$ cat src/rtl/sfr_pkg.sv
// ----------------------------------------------------------------------------
// sfr_pkg
// Types and constants shared by the stuffed frame receiver.
// ----------------------------------------------------------------------------
package sfr_pkg;

  localparam logic [7:0]  ESC_BYTE = 8'hAA;
  localparam logic [7:0]  HDR_BYTE = 8'hCC;
  localparam logic [7:0]  END_BYTE = 8'hEE;
  localparam logic [7:0]  LIT_BYTE = 8'h00;

  localparam logic [15:0] CRC_POLY = 16'h1021;
  localparam logic [15:0] CRC_INIT = 16'hFFFF;

  typedef enum logic [1:0] {
    PH_HUNT     = 2'd0,
    PH_HUNT_ESC = 2'd1,
    PH_BODY     = 2'd2,
    PH_BODY_ESC = 2'd3
  } phase_t;

  typedef enum logic [1:0] {
    KIND_COMMAND = 2'd0,
    KIND_PAYLOAD = 2'd1,
    KIND_END     = 2'd2
  } item_kind_t;

  typedef enum logic [1:0] {
    ST_GOOD      = 2'd0,
    ST_CRC_BAD   = 2'd1,
    ST_BAD_ESC   = 2'd2,
    ST_TOO_SHORT = 2'd3
  } frame_status_t;

endpackage

$ cat src/rtl/sfr_if.sv
// ----------------------------------------------------------------------------
// sfr_byte_if / sfr_result_if
// Valid/ready channels for received bytes and deframed results.
// ----------------------------------------------------------------------------
interface sfr_byte_if;
  logic       valid;
  logic       ready;
  logic [7:0] rx_byte;

  modport source (output valid, output rx_byte, input ready);
  modport sink   (input valid, input rx_byte, output ready);
endinterface

interface sfr_result_if;
  logic       valid;
  logic       ready;
  logic [1:0] item_kind;
  logic [7:0] data_byte;
  logic [1:0] frame_status;
  logic       last;

  modport source (output valid, output item_kind, output data_byte,
                  output frame_status, output last, input ready);
  modport sink   (input valid, input item_kind, input data_byte,
                  input frame_status, input last, output ready);
endinterface

$ cat src/rtl/sfr_crc_step.sv
// ----------------------------------------------------------------------------
// sfr_crc_step
// One-byte CRC16-CCITT update, MSB first, polynomial 1021.
// ----------------------------------------------------------------------------
module sfr_crc_step (
  input  logic [15:0] crc,
  input  logic [7:0]  data,
  output logic [15:0] crc_next
);
  import sfr_pkg::*;

  always_comb begin
    logic [15:0] c;
    c = crc ^ {data, 8'h00};
    for (int i = 0; i < 8; i++) begin
      if (c[15]) begin
        c = {c[14:0], 1'b0} ^ CRC_POLY;
      end else begin
        c = {c[14:0], 1'b0};
      end
    end
    crc_next = c;
  end

endmodule

$ cat src/rtl/sfr_deframer.sv
// ----------------------------------------------------------------------------
// sfr_deframer
// Frame state, unstuffing, two-byte CRC delay and the result register.
// ----------------------------------------------------------------------------
module sfr_deframer (
  input  logic                clk,
  input  logic                rst,
  input  logic                byte_valid,
  input  logic [7:0]          byte_data,
  output logic                byte_take,
  sfr_result_if.source        result
);
  import sfr_pkg::*;

  phase_t        phase, phase_next;
  logic [7:0]    d0, d1, d0_next, d1_next;
  logic [1:0]    count, count_next;
  logic [15:0]   crc, crc_next, crc_upd;
  logic          cmd_sent, cmd_sent_next;

  logic          push;
  logic [7:0]    push_val;
  logic          emit;
  item_kind_t    kind;
  logic [7:0]    data;
  frame_status_t status;
  logic          last;

  logic          o_valid;
  logic [1:0]    o_kind;
  logic [7:0]    o_data;
  logic [1:0]    o_status;
  logic          o_last;

  sfr_crc_step u_crc (
    .crc      (crc),
    .data     (d0),
    .crc_next (crc_upd)
  );

  // Advance when the result register is free or being drained.
  assign byte_take = byte_valid && (!o_valid || result.ready);

  always_comb begin
    phase_next    = phase;
    d0_next       = d0;
    d1_next       = d1;
    count_next    = count;
    crc_next      = crc;
    cmd_sent_next = cmd_sent;
    push          = 1'b0;
    push_val      = byte_data;
    emit          = 1'b0;
    kind          = KIND_END;
    data          = 8'h00;
    status        = ST_GOOD;
    last          = 1'b0;

    case (phase)
      PH_HUNT: begin
        if (byte_data == ESC_BYTE) phase_next = PH_HUNT_ESC;
      end
      PH_HUNT_ESC: begin
        if (byte_data == HDR_BYTE) begin
          phase_next    = PH_BODY;
          count_next    = 2'd0;
          crc_next      = CRC_INIT;
          cmd_sent_next = 1'b0;
        end else if (byte_data != ESC_BYTE) begin
          phase_next = PH_HUNT;
        end
      end
      PH_BODY: begin
        if (byte_data == ESC_BYTE) begin
          phase_next = PH_BODY_ESC;
        end else begin
          push = 1'b1;
        end
      end
      PH_BODY_ESC: begin
        if (byte_data == LIT_BYTE) begin
          phase_next = PH_BODY;
          push       = 1'b1;
          push_val   = ESC_BYTE;
        end else begin
          phase_next = PH_HUNT;
          emit       = 1'b1;
          kind       = KIND_END;
          last       = 1'b1;
          if (byte_data != END_BYTE) begin
            status = ST_BAD_ESC;
          end else if (!cmd_sent || count != 2'd2) begin
            status = ST_TOO_SHORT;
          end else if ({d1, d0} == crc) begin
            status = ST_GOOD;
          end else begin
            status = ST_CRC_BAD;
          end
        end
      end
      default: phase_next = PH_HUNT;
    endcase

    // Hold the last two bytes back; release the oldest once the delay is full.
    if (push) begin
      if (count != 2'd2) begin
        if (count[0]) d1_next = push_val;
        else          d0_next = push_val;
        count_next = count + 2'd1;
      end else begin
        d0_next       = d1;
        d1_next       = push_val;
        crc_next      = crc_upd;
        cmd_sent_next = 1'b1;
        emit          = 1'b1;
        kind          = cmd_sent ? KIND_PAYLOAD : KIND_COMMAND;
        data          = d0;
      end
    end
  end

  always_ff @(posedge clk) begin
    if (rst) begin
      phase    <= PH_HUNT;
      count    <= 2'd0;
      crc      <= CRC_INIT;
      cmd_sent <= 1'b0;
    end else if (byte_take) begin
      phase    <= phase_next;
      count    <= count_next;
      crc      <= crc_next;
      cmd_sent <= cmd_sent_next;
    end
  end

  always_ff @(posedge clk) begin
    if (byte_take) begin
      d0 <= d0_next;
      d1 <= d1_next;
    end
  end

  always_ff @(posedge clk) begin
    if (rst) begin
      o_valid <= 1'b0;
    end else if (byte_take) begin
      o_valid <= emit;
    end else if (result.ready) begin
      o_valid <= 1'b0;
    end
  end

  always_ff @(posedge clk) begin
    if (byte_take && emit) begin
      o_kind   <= kind;
      o_data   <= data;
      o_status <= status;
      o_last   <= last;
    end
  end

  assign result.valid        = o_valid;
  assign result.item_kind    = o_kind;
  assign result.data_byte    = o_data;
  assign result.frame_status = o_status;
  assign result.last         = o_last;

endmodule

$ cat src/rtl/stuffed_frame_receiver_crc16_top.sv
// ----------------------------------------------------------------------------
// stuffed_frame_receiver_crc16_top
// Byte-stuffed frame receiver with CRC16-CCITT check.
// ----------------------------------------------------------------------------
// Usage:
//   rx carries one received byte per request. Bytes are dropped until the
//   header AA CC; inside a frame AA 00 stands for AA and AA EE closes it.
//   report carries the command byte, the payload bytes and one frame end
//   report per frame (last = 1) with good, CRC mismatch, bad escape or too
//   short. Drop a payload already taken when the report is not good.
//   The two trailing CRC bytes are held in a two-byte delay and never sent.
// Timing:
//   One byte per cycle sustained while report takes results. A byte is
//   registered at the input, then processed by the state/CRC logic into
//   the result register.
// Reset:
//   rst clears both registers' valid flags and returns to header hunting.
// Stall:
//   While report is stalled with a result pending, the input register holds
//   one byte and then rx.ready drops; nothing is lost.
// ----------------------------------------------------------------------------
module stuffed_frame_receiver_crc16_top (
  input  logic          clk,
  input  logic          rst,
  sfr_byte_if.sink      rx,
  sfr_result_if.source  report
);
  import sfr_pkg::*;

  logic       in_valid;
  logic [7:0] in_byte;
  logic       in_take;

  assign rx.ready = !in_valid || in_take;

  always_ff @(posedge clk) begin
    if (rst) begin
      in_valid <= 1'b0;
    end else if (rx.ready) begin
      in_valid <= rx.valid;
    end
  end

  always_ff @(posedge clk) begin
    if (rx.ready && rx.valid) begin
      in_byte <= rx.rx_byte;
    end
  end

  sfr_deframer u_deframer (
    .clk        (clk),
    .rst        (rst),
    .byte_valid (in_valid),
    .byte_data  (in_byte),
    .byte_take  (in_take),
    .result     (report)
  );

endmodule

$ cat src/flat_wrapper.sv
// flat-port wrapper written by rule: the top's interface ports become plain ports
module stuffed_frame_receiver_crc16_top_flat import sfr_pkg::*;
  (clk, rst, rx_valid, rx_rx_byte, rx_ready, report_valid, report_item_kind, report_data_byte, report_frame_status, report_last, report_ready);
  sfr_byte_if rx_i ();
  sfr_result_if report_i ();
  input  logic clk;
  input  logic rst;
  input wire logic [$bits(rx_i.valid)-1:0] rx_valid;
  input wire logic [$bits(rx_i.rx_byte)-1:0] rx_rx_byte;
  output wire logic [$bits(rx_i.ready)-1:0] rx_ready;
  output wire logic [$bits(report_i.valid)-1:0] report_valid;
  output wire logic [$bits(report_i.item_kind)-1:0] report_item_kind;
  output wire logic [$bits(report_i.data_byte)-1:0] report_data_byte;
  output wire logic [$bits(report_i.frame_status)-1:0] report_frame_status;
  output wire logic [$bits(report_i.last)-1:0] report_last;
  input wire logic [$bits(report_i.ready)-1:0] report_ready;
  assign rx_i.valid = rx_valid;
  assign rx_i.rx_byte = rx_rx_byte;
  assign rx_ready = rx_i.ready;
  assign report_valid = report_i.valid;
  assign report_item_kind = report_i.item_kind;
  assign report_data_byte = report_i.data_byte;
  assign report_frame_status = report_i.frame_status;
  assign report_last = report_i.last;
  assign report_i.ready = report_ready;
  stuffed_frame_receiver_crc16_top u_core (.clk(clk), .rst(rst), .rx(rx_i), .report(report_i));
endmodule
$ cat config.mk
export PLATFORM = sky130hd
export DESIGN_NAME = stuffed_frame_receiver_crc16_top_flat
export DESIGN_NICKNAME = d
export VERILOG_FILES = /design/src/rtl/sfr_pkg.sv /design/src/rtl/sfr_if.sv /design/src/rtl/sfr_crc_step.sv /design/src/rtl/sfr_deframer.sv /design/src/rtl/stuffed_frame_receiver_crc16_top.sv /design/src/flat_wrapper.sv
export SDC_FILE = /design/constraint.sdc
export NUM_CORES = 1
export LEC_CHECK = 0
export BUFFER_PORTS_ARGS = -buffer_cell sky130_fd_sc_hd__clkbuf_2
export CORE_MARGIN = 8
export CORE_UTILIZATION = 52
export DETAILED_ROUTE_END_ITERATION = 7
export PLACE_DENSITY_LB_ADDON = 0.25
export SLEW_MARGIN = 20
export SYNTH_ARGS = -nofsm -noshare
export SYNTH_HDL_FRONTEND = slang
export SYNTH_SLANG_ARGS = --single-unit
export TNS_END_PERCENT = 20
$ cat constraint.sdc
create_clock -name clk -period 4.49 [get_ports clk]
set_clock_uncertainty 0.2 [all_clocks]
set_input_delay 0.6735 -clock clk [delete_from_list [all_inputs] [get_ports clk]]
set_output_delay 0.6735 -clock clk [all_outputs]
set_load 0.02 [all_outputs]
Yosys cells after proc, flatten, opt, wreduce, memory -nomap -nowiden

Index checks and enable logic that the tools add are counted.

Reductions and logical operators: 18
Equal/unequal tests: 14
Mux-type cells: 45
Bitwise operators: 11
Add/subtract/negate cells: 1

Operators with widths:

| cell                                                | number |
|---|---|
| 2-to-1 mux 13 bit                                   | 8 |
| 2-to-1 mux 16 bit                                   | 4 |
| 2-to-1 mux 8 bit                                    | 6 |
| NOT 3 bit                                           | 8 |
| 2-to-1 mux 2 bit                                    | 11 |
| equality test 16 bit                                | 1 |
| equality test 8 bit, second input constant          | 2 |
| inequality test 8 bit, second input constant        | 2 |
| XOR 16 bit                                          | 1 |
| 2-to-1 mux 1 bit                                    | 14 |
| inequality test 2 bit, second input constant        | 5 |
| logical NOT 8 bit                                   | 1 |
| one-hot mux 2 bit (4 select lines)                  | 1 |
| AND reduction 3 bit                                 | 2 |
| equality test 2 bit, second input constant          | 2 |
| AND reduction 4 bit                                 | 1 |
| OR reduction 2 bit                                  | 2 |
| logical AND 1 bit                                   | 3 |
| logical NOT 1 bit                                   | 3 |
| logical OR 1 bit                                    | 3 |
| inequality test 3 bit, second input constant        | 1 |
| OR reduction 3 bit                                  | 1 |
| adder 2 x 1 -> 2 bit, second input constant         | 1 |
| equality test 2 x 1 -> 1 bit, second input constant | 1 |
| 4 further kinds                                     | 5 |

Output and inout bits: 15
Register bits after elaboration: 60
Input bits: 12
Logic and storage cells: 103

Logic depth before layout (Yosys ltp)

Depth after elaboration: 19
Mapped depth: 7
Gate-level depth less buffers: 5

Modules after synthesis

From an unflattened synthesis, not the netlist that was laid out.

Cell total of the unflattened synthesis: 239
Area, all modules: 3025.4 µm²

By module, submodules not included:

| module                           | cells each | instances | area an instance (µm²) | seq. area each (µm²) |
|---|---|---|---|---|
| sfr_deframer                     | 201        | 1         | 2334.7                 | 1311.3 |
| sfr_crc_step                     | 25         | 1         | 395.4                  | 0.0 |
| stuffed_frame_receiver_crc16_top | 13         | 1         | 295.3                  | 260.2 |

Worst setup path before layout

OpenSTA, ideal clock, no wires.

Path kind: reg2reg
Start point: reg u_core.in_byte[2]
End point: reg u_core.u_deframer.o_data[0] (netlist: u_core.u_deframer.result.data_byte[0]), enable pin
Path buffers: 2
Library setup time: 0.382 ns
Cell stages (with the launch flop): 8
Slack: 1.718 ns
Data arrival time: 2.190 ns
Period minus slack after synthesis: 2.772 ns
Path through: edfxtp_1 > nor4_1 > nand4_1 > buf_2 > a21oi_1 > clkbuf_1 > nor2_1 > nor2_1

Cells in the longest elaborated chain, start to end: 6

Ends and longest elaborated chain:

| element                  | RTL line                               | RTL |
|---|---|---|
| start: declaration       | stuffed_frame_receiver_crc16_top.sv:31 | `logic [7:0] in_byte;` |
| start signal: assignment | stuffed_frame_receiver_crc16_top.sv:46 | `in_byte <= rx.rx_byte;` |
| logical NOT 8 bit        | sfr_deframer.sv:81                     | `if (byte_data == LIT_BYTE) begin` |
| 2-to-1 mux 1 bit         | sfr_deframer.sv:81                     |  |
| 2-to-1 mux 1 bit         | -                                      |  |
| 2-to-1 mux 1 bit         | sfr_deframer.sv:106                    | `if (count != 2'd2) begin` |
| 2-to-1 mux 1 bit (*)     | sfr_deframer.sv:105                    | `if (push) begin` |
| logical AND 1 bit (*)    | sfr_deframer.sv:154                    | `if (byte_take && emit) begin` |
| end signal: assignment   | sfr_deframer.sv:156                    | `o_data <= data;` |
| end: declaration         | sfr_deframer.sv:31                     | `logic [7:0] o_data;` |

Every way passes the cells marked *; elsewhere a longest branch is shown, timed or not.
A chain may end at the register's enable or synchronous reset.

Worst setup path in the final report

Start point: reg u_core.in_byte[1]
End point: reg u_core.u_deframer.o_data[1] (netlist: u_core.u_deframer.result.data_byte[1]), enable pin

The elaborated chain is that of the path after synthesis.

==> flow_metrics.env <==
export IMPL_grt_pass1_vias=1918
export IMPL_gp_congestion=0.851
export IMPL_dr_pass1_iters=4
export IMPL_worst_setup_path_type="register to register"
export IMPL_slew_violations=0
export IMPL_clk_path_buf_depth=2
export IMPL_worstMarginPinSlew_ps=709
export IMPL_cellPowerDensity_mw_per_mm2=332
export IMPL_whs_ps=299
export IMPL_rows=27
export IMPL_leakage_nw=1.06
export IMPL_avgSynthCellArea_sq_um=11.2
export IMPL_max_slew_margin_rel_pct=52.6
export IMPL_grt_max_degree=25
export IMPL_die_x_microns=90.1
export IMPL_port_buffers=26
export IMPL_drcViolationCount=0
export IMPL_cp_end_kind="register"
export IMPL_dpl_hpwl_mm=4.07
export IMPL_required_ps=4310
export IMPL_syn_area_sq_mm=0.00286
export IMPL_wl_per_cell_microns=15.5
export IMPL_ys_ff_latch=60
export IMPL_path_clk_slew_ps=60
export IMPL_fmax_mhz=331
export IMPL_drv_cap=0
export IMPL_grt_setup_unrepaired="false"
export IMPL_initial_core_util_pct=52.8
export IMPL_status="finished clean"
export IMPL_hold_buffers=0
export IMPL_area_growth_syn_to_layout_pct=12.0
export IMPL_antenna_cells=0
export IMPL_tns_ps=0
export IMPL_grtUsageTotal_pct=14.1
export IMPL_hp_class="register to register"
export IMPL_post_cts_buffers=0
export IMPL_syn_inst=255
export IMPL_fin_nets=293
export IMPL_grt_pass1_wl_mm=9.08
export IMPL_cts_root_buf="clkbuf_8"
export IMPL_nFillCells=461
export IMPL_antenna_found_initial=0
export IMPL_vias_per_cell=5.37
export IMPL_syn_nets=267
export IMPL_finalSetupViolations=0
export IMPL_synth_edff_count=37
export IMPL_h_tree_depth=3
export IMPL_worst_setup_path_start_kind="register"
export IMPL_ir_worst_vdd_mv=0.203
export IMPL_async_reset_ff_share_pct=0
export IMPL_core_area_sq_mm=0.00541
export IMPL_post_cts_resized=0
export IMPL_cts_tree="done"
export IMPL_pin_count=27
export IMPL_insertion_delay_ps=330
export IMPL_die_height_microns=90.1
export IMPL_multi_input_area_sq_mm=0.00121
export IMPL_fin_crit_ps=3020
export IMPL_critPathMaxFanout=13
export IMPL_synth_cell_type_count=36
export IMPL_cts_buffers=9
export IMPL_regArea_sq_mm=0.00157
export IMPL_cts_sinks=60
export IMPL_drive_above_1_share_pct=16.8
export IMPL_hold_violations=0
export IMPL_grt_ovfl_total=0
export IMPL_crit_arrival_ps=2840
export IMPL_drtAntennaViolNets=0
export IMPL_period_share_pct=67.3
export IMPL_yosysSeqAreaShare_pct=55.0
export IMPL_route_vias_total=1917
export IMPL_ys_warn_count=0
export IMPL_postRouteWirelength_mm=5.55
export IMPL_dieArea_sq_mm=0.00812
export IMPL_drtIter0Drc=92
export IMPL_synth_flop_cell="edfxtp_1"
critical path: stages, from the launching register on:
cell      delay (ps)
edfxtp_1         450
nor4_1           430
nand4_1          490
a21oi_1          690
nor2_1           110
nor2_1           120
buf_4            220
kinds of logic (layout without fill, tap and decap cells):
group | after synthesis | in the layout | synth area share [%]
flops | 60 | 60 | 55.0
buf+inv | 14 | 44 | 2.45
xor+xnor | 40 | 40 | 12.3
simple gates | 105 | 105 | 19.5
compound gates | 31 | 31 | 8.81
mux | 5 | 5 | 1.97
cell type report:
type	count	area share, %
clock inverters	3	1.21
repair buffers	28	4.54
well taps	72	2.82
clock buffers	12	4.23
multi-input cells	181	37.9
flip-flops and latches	60	49.1
inverters	1	0.117
state kept, by name (all words and copies together), names as in the netlist, 2 cells and up, named ones only:
register,count
u_core.in_byte,8
u_core.u_deframer.crc,16
u_core.u_deframer.d0,8
u_core.u_deframer.d1,8
u_core.u_deframer.phase,2
u_core.u_deframer.result.data_byte,8
u_core.u_deframer.result.frame_status,2
u_core.u_deframer.result.item_kind,2
per-stage QoR:
| step | cells | util, % | total power, mW | area, sq um | setup WS (ps) |
|---|---|---|---|---|---|
| finish | 357 | 59.2 | 1.06 | 3200 | 1470 |
| global route | 357 | 59.2 | 1.10 | 3200 | 1130 |
| CTS | 357 | 59.2 | 1.07 | 3200 | 1490 |
| detailed placement | 342 | 55.9 | 0.636 | 3020 | 1490 |
| global placement | 342 | 55.9 | 0.636 | 3020 | 1560 |
| floorplan | 255 | - | 0.627 | 2860 | 1720 |
placed cells by master (no fill, tap or decap), types with 2 or more instances in the layout:
| cell type | synthesis | routed |
|---|---|---|
| or3_1 | 10 | 10 |
| nor3_1 | 7 | 7 |
| o21bai_1 | 5 | 5 |
| and2_1 | 11 | 11 |
| nand2b_1 | 6 | 6 |
| nand4_1 | 5 | 5 |
| edfxtp_1 | 37 | 37 |
| a21o_1 | 10 | 10 |
| nor3b_1 | 2 | 2 |
| nand2_1 | 35 | 35 |
| xor2_1 | 23 | 23 |
| mux2_2 | 5 | 5 |
| nor2_1 | 10 | 10 |
| and3_1 | 2 | 2 |
| nand3_1 | 3 | 3 |
| dfxtp_1 | 23 | 23 |
| nor2b_1 | 8 | 8 |
| xnor2_1 | 17 | 17 |
| clkbuf_8 | 0 | 9 |
| nor4_1 | 5 | 5 |
| clkbuf_1 | 8 | 3 |
| buf_4 | 2 | 2 |
| clkbuf_2 | 0 | 26 |
| a21oi_1 | 6 | 6 |
worst paths after layout:
kind / to / start / slack [ps] / depth (start not counted)
hold / removal: u_core.u_deframer.cmd_sent / u_core.u_deframer.cmd_sent / 300 / 2
hold reg to reg: u_core.u_deframer.cmd_sent / u_core.u_deframer.cmd_sent / 300 / 2
setup reg to reg: u_core.u_deframer.result.data_byte[1] / u_core.in_byte[1] / 1470 / 6
setup / recovery: u_core.u_deframer.result.data_byte[1] / u_core.in_byte[1] / 1470 / 6
power breakdown:
part	switching (mW)	total (mW)	leakage [nW]	internal (mW)
registers	0.00857	0.599	0.501	0.591
logic	0.0135	0.0255	0.470	0.0119
clock network	0.186	0.437	0.0879	0.251
cells in the mapped netlist, types with 7 or more instances:
| cell type | count | area share, % |
|---|---|---|
| dfxtp_1 | 23 | 16 |
| nor3_1 | 7 | 1.2 |
| edfxtp_1 | 37 | 39 |
| xor2_1 | 23 | 7.1 |
| or3_1 | 10 | 2.2 |
| clkbuf_1 | 8 | 1.1 |
| nor2b_1 | 8 | 1.8 |
| nand2_1 | 35 | 4.6 |
| a21o_1 | 10 | 2.6 |
| xnor2_1 | 17 | 5.2 |
| nor2_1 | 10 | 1.3 |
| and2_1 | 11 | 2.4 |
metal layers:
layer  global-route usage, %  vias up  part of all wire, %
met3                    4.57       12                  5.2
li1                        -      947                    -
met5                       0        -                    0
met4                    7.91        0                  2.6
met1                    16.0      905                   43
met2                    23.1       53                   49
No activity file was read; power rests on OpenSTA's default activity.
